<file path="src/rtl/lfsr_filter_stream_cipher_macros.svh">
// assertion macros shared by the cipher rtl
// used by lfsc_seq and the top level; needs nothing else
`ifndef LFSR_FILTER_STREAM_CIPHER_MACROS_SVH
`define LFSR_FILTER_STREAM_CIPHER_MACROS_SVH

// clocked assertion, off while reset is held
`define LFSC_ASSERT_CLK(clk, rst_n, label, prop, msg) \
    label: assert property (@(posedge clk) disable iff (!rst_n) (prop)) \
        else $error(msg);

// same, on the usual clock and reset names
`define LFSC_ASSERT(label, prop, msg) \
    `LFSC_ASSERT_CLK(i_clk, i_rst_n, label, prop, msg)

`endif

</file>
<file path="src/rtl/lfsc_pkg.sv">
// types, constants and the filter function of the lfsr stream cipher
// no dependencies; imported by every module of the block
`default_nettype none

package lfsc_pkg;

    localparam int STATE_W    = 48;
    localparam int WORD_W     = 32;
    localparam int KEY_W      = 48;
    localparam int SEED_KEY_W = 16;
    localparam int OP_W       = 2;
    localparam int CFG_IDX_W  = 1;
    localparam int INIT_STEPS = 32;
    localparam int MIX_STEPS  = 16;
    localparam int CNT_W      = 5;

    localparam logic [15:0]        F4A_WORD = 16'h2C79;
    localparam logic [15:0]        F4B_WORD = 16'h6671;
    localparam logic [31:0]        F5_WORD  = 32'h7907287B;
    localparam logic [STATE_W-1:0] TAP_MASK = 48'hC400_0001_9917;

    localparam logic [OP_W-1:0] OP_INIT  = 2'd0;
    localparam logic [OP_W-1:0] OP_CRYPT = 2'd1;
    localparam logic [OP_W-1:0] OP_BIT   = 2'd2;

    localparam logic [CFG_IDX_W-1:0] REG_TAG_UID    = 1'd0;
    localparam logic [CFG_IDX_W-1:0] REG_SECRET_KEY = 1'd1;

    typedef enum logic [2:0] {
        S_IDLE,
        S_INIT,
        S_MIX,
        S_CRYPT,
        S_BIT,
        S_DONE
    } t_state;

    typedef struct packed {
        logic load;
        logic step;
        logic inject;
        logic inj_bit;
    } t_lfsr_ctl;

    // nonlinear output of the register as it stands before a shift
    function automatic logic lfsc_filter(input logic [STATE_W-1:0] s);
        logic [3:0] ia;
        logic [3:0] ib;
        logic [4:0] i5;
        ia = {s[8], s[4], s[2], s[1]};
        ib = {s[32], s[22], s[16], s[10]};
        i5 = {s[32], s[16], s[8], F4B_WORD[ib], F4A_WORD[ia]};
        return F5_WORD[i5];
    endfunction

endpackage

`default_nettype wire

</file>
<file path="src/rtl/lfsc_lfsr.sv">
// 48-bit shift register with tap feedback, nonlinear filter and bit 0 injection
// depends on lfsc_pkg
`default_nettype none

module lfsc_lfsr (
    input  wire logic                    i_clk,
    input  wire logic                    i_rst_n,
    input  wire lfsc_pkg::t_lfsr_ctl     i_ctl,
    input  wire logic [lfsc_pkg::STATE_W-1:0] i_seed,
    output logic                         o_ks
);
    import lfsc_pkg::*;

    logic [STATE_W-1:0] r_state;
    logic [STATE_W-1:0] n_state;
    logic               fb;

    assign o_ks = lfsc_filter(r_state);
    assign fb   = ^(r_state & TAP_MASK);

    always_comb begin
        n_state = r_state;
        if (i_ctl.load) begin
            n_state = i_seed;
        end else if (i_ctl.step) begin
            n_state = {fb, r_state[STATE_W-1:1]};
            // injection lands after the shift
            if (i_ctl.inject) begin
                n_state[0] = r_state[1] ^ i_ctl.inj_bit ^ o_ks;
            end
        end
    end

    always_ff @(posedge i_clk) begin
        if (!i_rst_n) begin
            r_state <= '0;
        end else begin
            r_state <= n_state;
        end
    end

endmodule

`default_nettype wire

</file>
<file path="src/rtl/lfsc_seq.sv">
// sequencer: operation fsm, step counter, nonce/key and data bit-serial shifters
// depends on lfsc_pkg and the assertion macro header
`default_nettype none
`include "lfsr_filter_stream_cipher_macros.svh"

module lfsc_seq (
    input  wire logic                            i_clk,
    input  wire logic                            i_rst_n,
    input  wire logic                            i_in_valid,
    input  wire logic [lfsc_pkg::OP_W-1:0]       i_operation,
    input  wire logic [lfsc_pkg::WORD_W-1:0]     i_nonce,
    input  wire logic [lfsc_pkg::WORD_W-1:0]     i_data_word,
    input  wire logic [lfsc_pkg::WORD_W-1:0]     i_key_hi,
    input  wire logic                            i_ks,
    input  wire logic                            i_out_free,
    output logic                                 o_idle,
    output lfsc_pkg::t_lfsr_ctl                  o_ctl,
    output logic                                 o_res_load,
    output logic [lfsc_pkg::WORD_W-1:0]          o_res
);
    import lfsc_pkg::*;

    t_state              r_state;
    t_state              n_state;
    logic [CNT_W-1:0]    r_cnt;
    logic [CNT_W-1:0]    n_cnt;
    logic [WORD_W-1:0]   r_nonce;
    logic [WORD_W-1:0]   n_nonce;
    logic [WORD_W-1:0]   r_key;
    logic [WORD_W-1:0]   n_key;
    logic [WORD_W-1:0]   r_acc;
    logic [WORD_W-1:0]   n_acc;
    logic                accept;
    logic                last_init;
    logic                last_mix;
    logic                last_word;

    assign accept    = i_in_valid && (r_state == S_IDLE);
    assign last_init = (r_cnt == CNT_W'(INIT_STEPS - 1));
    assign last_mix  = (r_cnt == CNT_W'(MIX_STEPS - 1));
    assign last_word = (r_cnt == CNT_W'(WORD_W - 1));

    // next state
    always_comb begin
        n_state = r_state;
        case (r_state)
            S_IDLE: begin
                if (i_in_valid) begin
                    case (i_operation)
                        OP_INIT:  n_state = S_INIT;
                        OP_CRYPT: n_state = S_CRYPT;
                        OP_BIT:   n_state = S_BIT;
                        default:  n_state = S_DONE;
                    endcase
                end
            end
            S_INIT:  if (last_init) n_state = S_MIX;
            S_MIX:   if (last_mix) n_state = S_DONE;
            S_CRYPT: if (last_word) n_state = S_DONE;
            S_BIT:   n_state = S_DONE;
            S_DONE:  if (i_out_free) n_state = S_IDLE;
            default: n_state = S_IDLE;
        endcase
    end

    // outputs
    always_comb begin
        o_idle         = (r_state == S_IDLE);
        o_ctl.load     = accept && (i_operation == OP_INIT);
        o_ctl.step     = 1'b0;
        o_ctl.inject   = 1'b0;
        o_ctl.inj_bit  = r_nonce[0] ^ r_key[0];
        o_res_load     = 1'b0;
        case (r_state)
            S_INIT: begin
                o_ctl.step   = 1'b1;
                o_ctl.inject = 1'b1;
            end
            S_MIX, S_CRYPT, S_BIT: o_ctl.step = 1'b1;
            S_DONE: o_res_load = i_out_free;
            default: ;
        endcase
    end

    assign o_res = r_acc;

    // counter and bit-serial shifters
    always_comb begin
        n_cnt   = r_cnt;
        n_nonce = r_nonce;
        n_key   = r_key;
        n_acc   = r_acc;
        if (accept) begin
            n_cnt   = '0;
            n_nonce = i_nonce;
            n_key   = i_key_hi;
            n_acc   = (i_operation == OP_CRYPT) ? i_data_word : '0;
        end else begin
            case (r_state)
                S_INIT: begin
                    n_cnt   = last_init ? '0 : r_cnt + 1'b1;
                    n_nonce = {1'b0, r_nonce[WORD_W-1:1]};
                    n_key   = {1'b0, r_key[WORD_W-1:1]};
                end
                S_MIX: n_cnt = r_cnt + 1'b1;
                S_CRYPT: begin
                    // lsb leaves, xored with the keystream bit, and rotates back in at the top
                    n_cnt = r_cnt + 1'b1;
                    n_acc = {r_acc[0] ^ i_ks, r_acc[WORD_W-1:1]};
                end
                S_BIT: n_acc = {{(WORD_W-1){1'b0}}, i_ks};
                default: ;
            endcase
        end
    end

    always_ff @(posedge i_clk) begin
        if (!i_rst_n) begin
            r_state <= S_IDLE;
            r_cnt   <= '0;
        end else begin
            r_state <= n_state;
            r_cnt   <= n_cnt;
        end
    end

    always_ff @(posedge i_clk) begin
        r_nonce <= n_nonce;
        r_key   <= n_key;
        r_acc   <= n_acc;
    end

    `LFSC_ASSERT(a_load_not_step, !(o_ctl.load && o_ctl.step), "seed load during a step")
    `LFSC_ASSERT(a_init_to_mix, (r_state == S_INIT) && last_init |=> (r_state == S_MIX),
        "init phase did not end after its injections")
    `LFSC_ASSERT(a_done_to_idle, o_res_load |=> (r_state == S_IDLE),
        "sequencer stayed busy after handing off a result")

endmodule

`default_nettype wire

</file>
<file path="src/rtl/lfsr_filter_stream_cipher.sv">
// init loads the seed, steps the lfsr with nonce/key bit injection, then steps it to mix;
// crypt and bit step it once per result bit, one step per cycle; items are taken one at a time
// an output register holds a finished item while the next one is taken in
// reset (synchronous, active low) clears the lfsr, both key registers and the handshakes
// top level: configuration registers, output register, sequencer and lfsr
// depends on lfsc_pkg, lfsc_lfsr, lfsc_seq and the assertion macro header
`default_nettype none
`include "lfsr_filter_stream_cipher_macros.svh"

module lfsr_filter_stream_cipher (
    input  wire logic                               i_clk,
    input  wire logic                               i_rst_n,
    input  wire logic                               i_in_valid,
    output logic                                    o_in_stall,
    input  wire logic [lfsc_pkg::OP_W-1:0]          i_operation,
    input  wire logic [lfsc_pkg::WORD_W-1:0]        i_nonce,
    input  wire logic [lfsc_pkg::WORD_W-1:0]        i_data_word,
    output logic                                    o_out_valid,
    input  wire logic                               i_out_stall,
    output logic [lfsc_pkg::WORD_W-1:0]             o_result_word,
    input  wire logic                               i_cfg_valid,
    output logic                                    o_cfg_ready,
    input  wire logic [lfsc_pkg::CFG_IDX_W-1:0]     i_cfg_index,
    input  wire logic [lfsc_pkg::KEY_W-1:0]         i_cfg_data
);
    import lfsc_pkg::*;

    logic [WORD_W-1:0]  r_tag_uid;
    logic [KEY_W-1:0]   r_secret_key;
    logic               r_out_valid;
    logic [WORD_W-1:0]  r_result;
    logic               idle;
    logic               out_free;
    logic               res_load;
    logic [WORD_W-1:0]  res;
    logic               ks;
    t_lfsr_ctl          ctl;
    logic [STATE_W-1:0] seed;

    assign o_cfg_ready   = 1'b1;
    assign o_in_stall    = !idle;
    assign o_out_valid   = r_out_valid;
    assign o_result_word = r_result;
    assign out_free      = !r_out_valid || !i_out_stall;
    assign seed          = {r_tag_uid, r_secret_key[SEED_KEY_W-1:0]};

    always_ff @(posedge i_clk) begin
        if (!i_rst_n) begin
            r_tag_uid    <= '0;
            r_secret_key <= '0;
        end else if (i_cfg_valid && o_cfg_ready) begin
            case (i_cfg_index)
                REG_TAG_UID:    r_tag_uid    <= i_cfg_data[WORD_W-1:0];
                REG_SECRET_KEY: r_secret_key <= i_cfg_data;
                default: ;
            endcase
        end
    end

    always_ff @(posedge i_clk) begin
        if (!i_rst_n) begin
            r_out_valid <= 1'b0;
        end else if (res_load) begin
            r_out_valid <= 1'b1;
        end else if (!i_out_stall) begin
            r_out_valid <= 1'b0;
        end
    end

    always_ff @(posedge i_clk) begin
        if (res_load) begin
            r_result <= res;
        end
    end

    lfsc_seq u_seq (
        .i_clk       (i_clk),
        .i_rst_n     (i_rst_n),
        .i_in_valid  (i_in_valid),
        .i_operation (i_operation),
        .i_nonce     (i_nonce),
        .i_data_word (i_data_word),
        .i_key_hi    (r_secret_key[KEY_W-1:SEED_KEY_W]),
        .i_ks        (ks),
        .i_out_free  (out_free),
        .o_idle      (idle),
        .o_ctl       (ctl),
        .o_res_load  (res_load),
        .o_res       (res)
    );

    lfsc_lfsr u_lfsr (
        .i_clk   (i_clk),
        .i_rst_n (i_rst_n),
        .i_ctl   (ctl),
        .i_seed  (seed),
        .o_ks    (ks)
    );

    `LFSC_ASSERT(a_no_overwrite, res_load |-> out_free,
        "result register overwritten while its item is still pending")

endmodule

`default_nettype wire

</file>
<file path="config.mk">
export PLATFORM = sky130hd
export DESIGN_NAME = lfsr_filter_stream_cipher
export DESIGN_NICKNAME = d
export VERILOG_FILES = /design/src/rtl/lfsc_pkg.sv /design/src/rtl/lfsc_lfsr.sv /design/src/rtl/lfsc_seq.sv /design/src/rtl/lfsr_filter_stream_cipher.sv
export VERILOG_INCLUDE_DIRS = /design/src /design/src/rtl
export SDC_FILE = /design/constraint.sdc
export NUM_CORES = 1
export LEC_CHECK = 0
export BUFFER_PORTS_ARGS = -buffer_cell sky130_fd_sc_hd__buf_2
export CAP_MARGIN = 20
export CORE_AREA = 2 2 185 187
export DETAILED_ROUTE_END_ITERATION = 12
export DIE_AREA = 0 0 187 189
export GPL_TIMING_DRIVEN = 0
export MAX_ROUTING_LAYER = met4
export PLACE_DENSITY = 0.64
export SYNTH_ARGS = -nofsm -noshare
export SYNTH_HDL_FRONTEND = slang
export SYNTH_HIERARCHICAL = 1
export SYNTH_SLANG_ARGS = --single-unit
</file>
<file path="constraint.sdc">
create_clock -name i_clk -period 18.6 [get_ports i_clk]
set_input_delay 1.86 -clock i_clk [delete_from_list [all_inputs] [get_ports i_clk]]
set_output_delay 1.86 -clock i_clk [all_outputs]
set_load 0.02 [all_outputs]
</file>
==> run summary, run 1 <==
fin nets - 1267
Post-synth top flop - dfxtp_1
initial core utilization - 0.3457
top post-synthesis cells by area - edfxtp_1 33%, dfxtp_1 24%, mux2i_1 9.8%, nand2_1 5.3%, mux2_4 4.7%
Hold Path End - o_result_word[22]
outcome - complete, no violations
Final Hold Fails - 0
CP max FO - 10
worst skew pair latency - 0.55 ns
leading area contributor after synthesis - edfxtp_1
final period utilization - 0.2409
core outline area - 33280 sq um
TritonCTS buffer count - 29
post-synthesis sequential area ratio - 0.5759
DP Worst Slack - 12.90 ns
syn nets - 1081
first-pass iteration count of the detailed router - 5
Gate Count Post-Synth - 950
post-CTS sizing - 0
Port Buffers - 151
cell area after synthesis - 11510 sq um
fillers - 3171
Post-synth EDFFs - 128
Leak - 5.566 nW
worst-case clock buffer depth - 3
Post-synth top cells - 163 x nand2_1, 139 x dfxtp_1, 128 x edfxtp_1, 113 x mux2i_1, 64 x o21ai_0
DRT iter0 DRCs - 421
Switching Power - 0.3839 mW
Die H - 189 microns
hold path cells - 0
total congestion overflow - 0
FF+latch count, synth - 267
Area Overhead vs Synth - 21.01%
MaxCap Viol Count - 0
Pint - 1.180 mW
CTS tree - built
placed insts - 1552
vias in the first global route - 7753
gr usage total - 0.1473
fmax - 0.2232 GHz
Ys Warns - 6
Power per Cell Area - 112.3 nW/um^2
Hold Crit Class - flop to flop
Switching Share - 0.2454
CP required - 19.03 ns
max_slew headroom - 0.3699
Post-synth ARST share - 0
CTS sink cnt - 267
Post-CTS Hold Buffers - 0
Slew Limit Fails - 0
Worst-path clk slew - 0.06 ns
Die ar. - 35340 sq um
Hold Path Origin - u_seq/o_res[22]
crit end category - flop
WHS - 0.4469 ns
largest net degree at the start of global routing - 34
maximum vdd ir drop - 0.07126 mV
DP Wirelength - 18220 microns
CP arrival - 4.91 ns
# IOs - 155
fin util - 0.4184
reg-to-reg slack, setup - 15.22 ns
Worst Skew - 0.01619 ns
via/cell ratio - 4.741
Cell Area, Placed - 12920 sq um
DIE WIDTH - 187 microns
first-pass GRT wire length - 40980 microns
post-route cell area - 13920 sq um
drt wl/cell - 15.96 microns
final total power - 1.564 mW
GPL Wtd Cong - 0.7994
setup TNS - 0 ns
RSZ-0062 raised after global routing - false
Clock power frac - 0.377
count leader, synth - nand2_1
Yosys top cell area share - 0.3341
layout cell share with drive strength beyond 1 - 0.2709
Via Count - 7624
Worst Tran Pin Value - 0.9429 ns
Setup Fix Bufs, Post-CTS - 0
Seq pwr share - 0.470
Gate power share - 0.153
reg2reg path depth - 16
initial antenna violation count - 1
row cnt - 67
final setup vio count - 0
CP startpoint kind - input port
CTS Root Cell - clkbuf_16
Yosys cell types - 51
final setup margin - 14.12 ns
DRC viols - 0
minimum clock period - 4.481 ns
CTS H-tree depth - 1
WS Path Type - input port to flop
Routed Antenna Nets - 0
Layout Cells excl Fill - 1608
drt total wl - 25660 microns
Mean Syn Cell Area - 12.11 sq um
reg-to-reg startpoint - u_seq/r_state[1]
[area by class of cell]
| type | instances | area (sq um) | share of cell area |
|---|---|---|---|
| well taps | 448 | 560.5 | 0.04026 |
| clock inverters | 12 | 113.9 | 0.008178 |
| plain buffers | 69 | 416.7 | 0.02992 |
| diodes | 1 | 2.502 | 0.0001797 |
| repair buffers | 155 | 830.8 | 0.05967 |
| multi-input cells | 600 | 4441 | 0.3189 |
| clock buffers | 42 | 879.6 | 0.06317 |
| flip-flops and latches | 267 | 6626 | 0.4759 |
| inverters | 14 | 52.55 | 0.003774 |
[cells in the final DEF, fill, tap and decap left out, types with 14 or more instances in the layout]
cell type  instances
clkbuf_16         32
nand2_1          163
dfxtp_1          139
inv_1             14
buf_6             15
o21ai_0           62
a22o_1            32
and2_1            45
buf_2            169
mux2_2            30
nand4_1           16
mux2i_1          113
edfxtp_1         128
mux2_4            36
clkbuf_1          33
[layer usage]
| metal | GRT usage | up-vias | share of wire |
|---|---|---|---|
| met2 | 0.2408 | 186 | 0.46 |
| met1 | 0.1898 | 3645 | 0.47 |
| met3 | 0.02391 | 46 | 0.051 |
| met5 | - | - | 0 |
| met4 | 0.04090 | 0 | 0.021 |
| li1 | - | 3747 | - |
[worst max path at each step]
stage | start | cells past startpoint | end
after floorplan | u_seq/r_state[2] | 3 | u_seq/r_key[0]
after global placement | u_seq/r_state[2] | 3 | u_seq/r_key[16]
after detailed placement | i_in_valid | 16 | flop
after CTS | i_in_valid | 16 | flop
after global routing | i_in_valid | 17 | flop
final | i_in_valid | 17 | flop
[power groups by stage]
stage                     clock [mW]  combinational [mW]  sequential [mW]
final                          0.590               0.240            0.734
after global routing           0.626               0.260            0.742
after CTS                      0.601               0.242            0.735
after detailed placement           0               0.240            0.747
after global placement             0               0.227            0.755
after floorplan                    0               0.170            0.745
[registers in the layout (all words and copies together) (netlist names), 5 cells and up, named ones only]
name,cells
u_seq/r_nonce,32
r_secret_key,48
o_result_word,32
u_seq/r_key,32
r_tag_uid,32
u_seq/r_cnt,5
u_seq/o_res,32
u_lfsr/r_state,48
[worst max-delay path, stage by stage]
cell	delay, ns
buf_2	0.19
or4b_1	0.44
buf_2	0.19
buf_6	0.17
buf_6	0.17
nor3_1	0.14
clkbuf_4	0.24
buf_2	0.26
buf_2	0.28
nand2_1	0.11
o21ai_0	0.11
and2_1	0.18
inv_1	0.05
ha_1	0.16
inv_1	0.05
mux2i_1	0.05
mux2_2	0.25
[cell families after synthesis]
| family | count (synthesis) | share of synthesized area |
|---|---|---|
| AO/OA/AOI/OAI | 125 | 0.07025 |
| XOR/XNOR | 15 | 0.01142 |
| adder cells (fa/ha/maj) | 11 | 0.01196 |
| buffers and inverters | 83 | 0.04078 |
| flip-flops | 267 | 0.5759 |
| multiplexers | 182 | 0.1795 |
| other | 1 | 0.0003259 |
| AND/OR/NAND/NOR | 266 | 0.1098 |
No activity file was read; power rests on OpenSTA's default activity.
==> run 2, diff against run 1 <==
--- a/config.mk
+++ b/config.mk
@@ -6,6 +6,7 @@
 export SDC_FILE = /design/constraint.sdc
 export NUM_CORES = 1
 export LEC_CHECK = 0
+export ABC_AREA = 1
 export BUFFER_PORTS_ARGS = -buffer_cell sky130_fd_sc_hd__buf_2
 export CAP_MARGIN = 20
 export CORE_AREA = 2 2 185 187
@@ -13,7 +14,7 @@
 export DIE_AREA = 0 0 187 189
 export GPL_TIMING_DRIVEN = 0
 export MAX_ROUTING_LAYER = met4
-export PLACE_DENSITY = 0.64
+export PLACE_DENSITY = 0.66
 export SYNTH_ARGS = -nofsm -noshare
 export SYNTH_HDL_FRONTEND = slang
 export SYNTH_HIERARCHICAL = 1
==> constraint.sdc (replaced) <==
create_clock -name i_clk -period 3.8 [get_ports i_clk]
set_input_delay 0.38 -clock i_clk [delete_from_list [all_inputs] [get_ports i_clk]]
set_output_delay 0.38 -clock i_clk [all_outputs]
set_load 0.02 [all_outputs]
==> run summary, run 2 <==
outcome - complete, no violations
Slew Limit Fails - 0
Mean Syn Cell Area - 8.706 sq um
crit end category - flop
largest net degree at the start of global routing - 65
maximum vdd ir drop - 0.3700 mV
Post-synth ARST share - 0
DRC viols - 0
minimum clock period - 3.181 ns
Gate power share - 0.268
Switching Power - 3.202 mW
row cnt - 67
initial core utilization - 0.3448
fmax - 0.3143 GHz
post-CTS sizing - 0
syn nets - 1449
final setup margin - 0.6186 ns
CP max FO - 10
critical path's top delay family - buffers and inverters
Yosys cell types - 40
Hold Crit Class - input port to flop
critical path cell sequence - inv_2 -> nand2_4 -> nor2_8 -> nand2_8 -> buf_2 -> nor3_1 -> buf_2 -> buf_1 -> nand2_1 -> nand3_1 -> nand2_1 -> inv_1 -> ha_1 -> a21oi_1 -> o21ai_1 -> o21a_1
worst skew pair latency - 0.55 ns
first-pass GRT wire length - 44720 microns
Die H - 189 microns
CP required - 4.24 ns
Gate Count Post-Synth - 1318
drt total wl - 28080 microns
DP Wirelength - 20160 microns
final period utilization - 0.8372
post-synthesis sequential area ratio - 0.5775
Final Hold Fails - 0
first-pass iteration count of the detailed router - 7
fin nets - 1632
via/cell ratio - 4.699
slowest cell on the critical path - buf_1
Clock power frac - 0.281
leading area contributor after synthesis - edfxtp_1
WS Path Type - flop to flop
Routed Antenna Nets - 0
top post-synthesis cells by area - edfxtp_1 33%, dfxtp_1 24%, nand2_1 16%, nand3_1 5.7%, a21oi_1 3.1%
worst-case clock buffer depth - 3
commonest non-fill, non-tap cell in the layout - nand2_1
DRT iter0 DRCs - 580
Ys Warns - 6
CP arrival - 3.62 ns
TritonCTS buffer count - 29
Port Buffers - 151
MaxCap Viol Count - 0
fillers - 3356
cell area after synthesis - 11470 sq um
drt wl/cell - 14.23 microns
Via Count - 9272
Post-synth EDFFs - 128
final total power - 9.755 mW
Post-synth top flop - dfxtp_1
Leak - 6.039 nW
GPL Wtd Cong - 0.8668
Switching Share - 0.3282
gr usage total - 0.1604
max_slew headroom - 0.3819
CP startpoint kind - flop
CTS Root Cell - clkbuf_16
commonest cells after routing, fill and taps aside - 483 x nand2_1, 183 x buf_2, 139 x dfxtp_1
CTS H-tree depth - 1
post-route cell area - 13790 sq um
biggest regs - r_secret_key x48, u_lfsr/r_state x48
FF+latch count, synth - 267
Worst-path clk slew - 0.06 ns
layout cell share with drive strength beyond 1 - 0.1864
Area Overhead vs Synth - 20.19%
Power per Cell Area - 707.3 nW/um^2
Die ar. - 35340 sq um
DP Worst Slack - 0.6251 ns
final setup vio count - 0
Post-synth top cells - 484 x nand2_1, 139 x dfxtp_1, 130 x nand3_1, 128 x edfxtp_1, 90 x inv_1
CP Buf/Inv Count - 5
# IOs - 155
fin util - 0.4144
CTS tree - built
slowest stage delay, CP - 0.43 ns
Setup Fix Bufs, Post-CTS - 0
count leader, synth - nand2_1
Post-CTS Hold Buffers - 0
Worst Tran Pin Value - 0.9249 ns
Cell Area, Placed - 12840 sq um
Pint - 6.553 mW
Yosys top cell area share - 0.3350
Worst Skew - 0.01197 ns
RSZ-0062 raised after global routing - false
Seq pwr share - 0.451
core outline area - 33280 sq um
DIE WIDTH - 187 microns
total congestion overflow - 0
CTS sink cnt - 267
vias in the first global route - 8679
initial antenna violation count - 1
## run 2: changes by cell type in the layout (fill, tap and decap cells not counted), moves of 36 or more
cell,change
nor2_1,+79
a21oi_1,+64
mux2_4,-36
nand2_1,+320
inv_1,+76
and2_1,-45
mux2i_1,-113
o21ai_0,-53
nand3_1,+128
## run 2: cells by family (layout without fill, tap and decap cells)
group | Yosys count | count (layout) | share of synthesized area
buffers and inverters | 177 | 383 | 0.07666
and+or+nand+nor | 722 | 722 | 0.2601
AOI/OAI and AO/OA | 127 | 127 | 0.06357
adders and majority gates | 11 | 11 | 0.01199
other | 1 | 2 | 0.0003268
xor gates and xnor gates | 13 | 13 | 0.009923
DFF | 267 | 267 | 0.5775
## run 2: final cells by class
class,instances,area [sq um],share of cell area
well taps,448,560.5,0.04064
inverters,98,370.4,0.02685
clock buffers,47,894.6,0.06486
diodes,1,2.502,0.0001814
multi-input cells,874,3995,0.2897
clock inverters,7,50.05,0.003629
flip-flops and latches,267,6626,0.4804
plain buffers,79,509.2,0.03692
repair buffers,152,783.3,0.05679
## run 2: routing by layer
metal | share of wire | vias up | global-route usage
met2 | 0.45 | 289 | 0.2515
li1 | - | 4640 | -
met5 | 0 | - | -
met4 | 0.030 | 0 | 0.05678
met1 | 0.46 | 4294 | 0.2113
met3 | 0.065 | 49 | 0.02539
## run 2: stage by stage
stage               hold WS [ns]  instances  setup TNS [ns]
floorplan                 0.4268       1318               0
global placement          0.4294       1917          -22.57
detailed placement        0.4342       1918               0
CTS                      0.05187       1972               0
global route             0.05440       1973               0
finish                   0.08218       1973               0
## run 2: tightest hold or removal path, delay by kind of cell
family / cells / cell delay (ns)
compound gates: 1 / 0.06
simple gates: 1 / 0.05
buf+inv: 1 / 0.10
## run 2: power groups by stage
| stage | Sequential (mW) | Combinational [mW] | Clock (mW) |
|---|---|---|---|
| 2_1_floorplan | 4.47 | 1.76 | 0 |
| 3_3_place_gp | 4.49 | 2.50 | 0 |
| 3_5_place_dp | 4.46 | 2.63 | 0 |
| 4_1_cts | 4.41 | 2.63 | 2.82 |
| 5_1_grt | 4.48 | 2.93 | 2.92 |
| 6_report | 4.40 | 2.61 | 2.74 |
## run 2: path summary, 6_finish.rpt
kind	start	endpoint	slack, ns	cells past startpoint
max	u_seq/r_state[0]	flop	0.62	16
min	i_cfg_data[34]	r_secret_key[34]	0.08	3
max reg2reg	u_seq/r_state[0]	flop	0.62	16
min reg2reg	u_seq/o_res[17]	o_result_word[17]	0.45	0
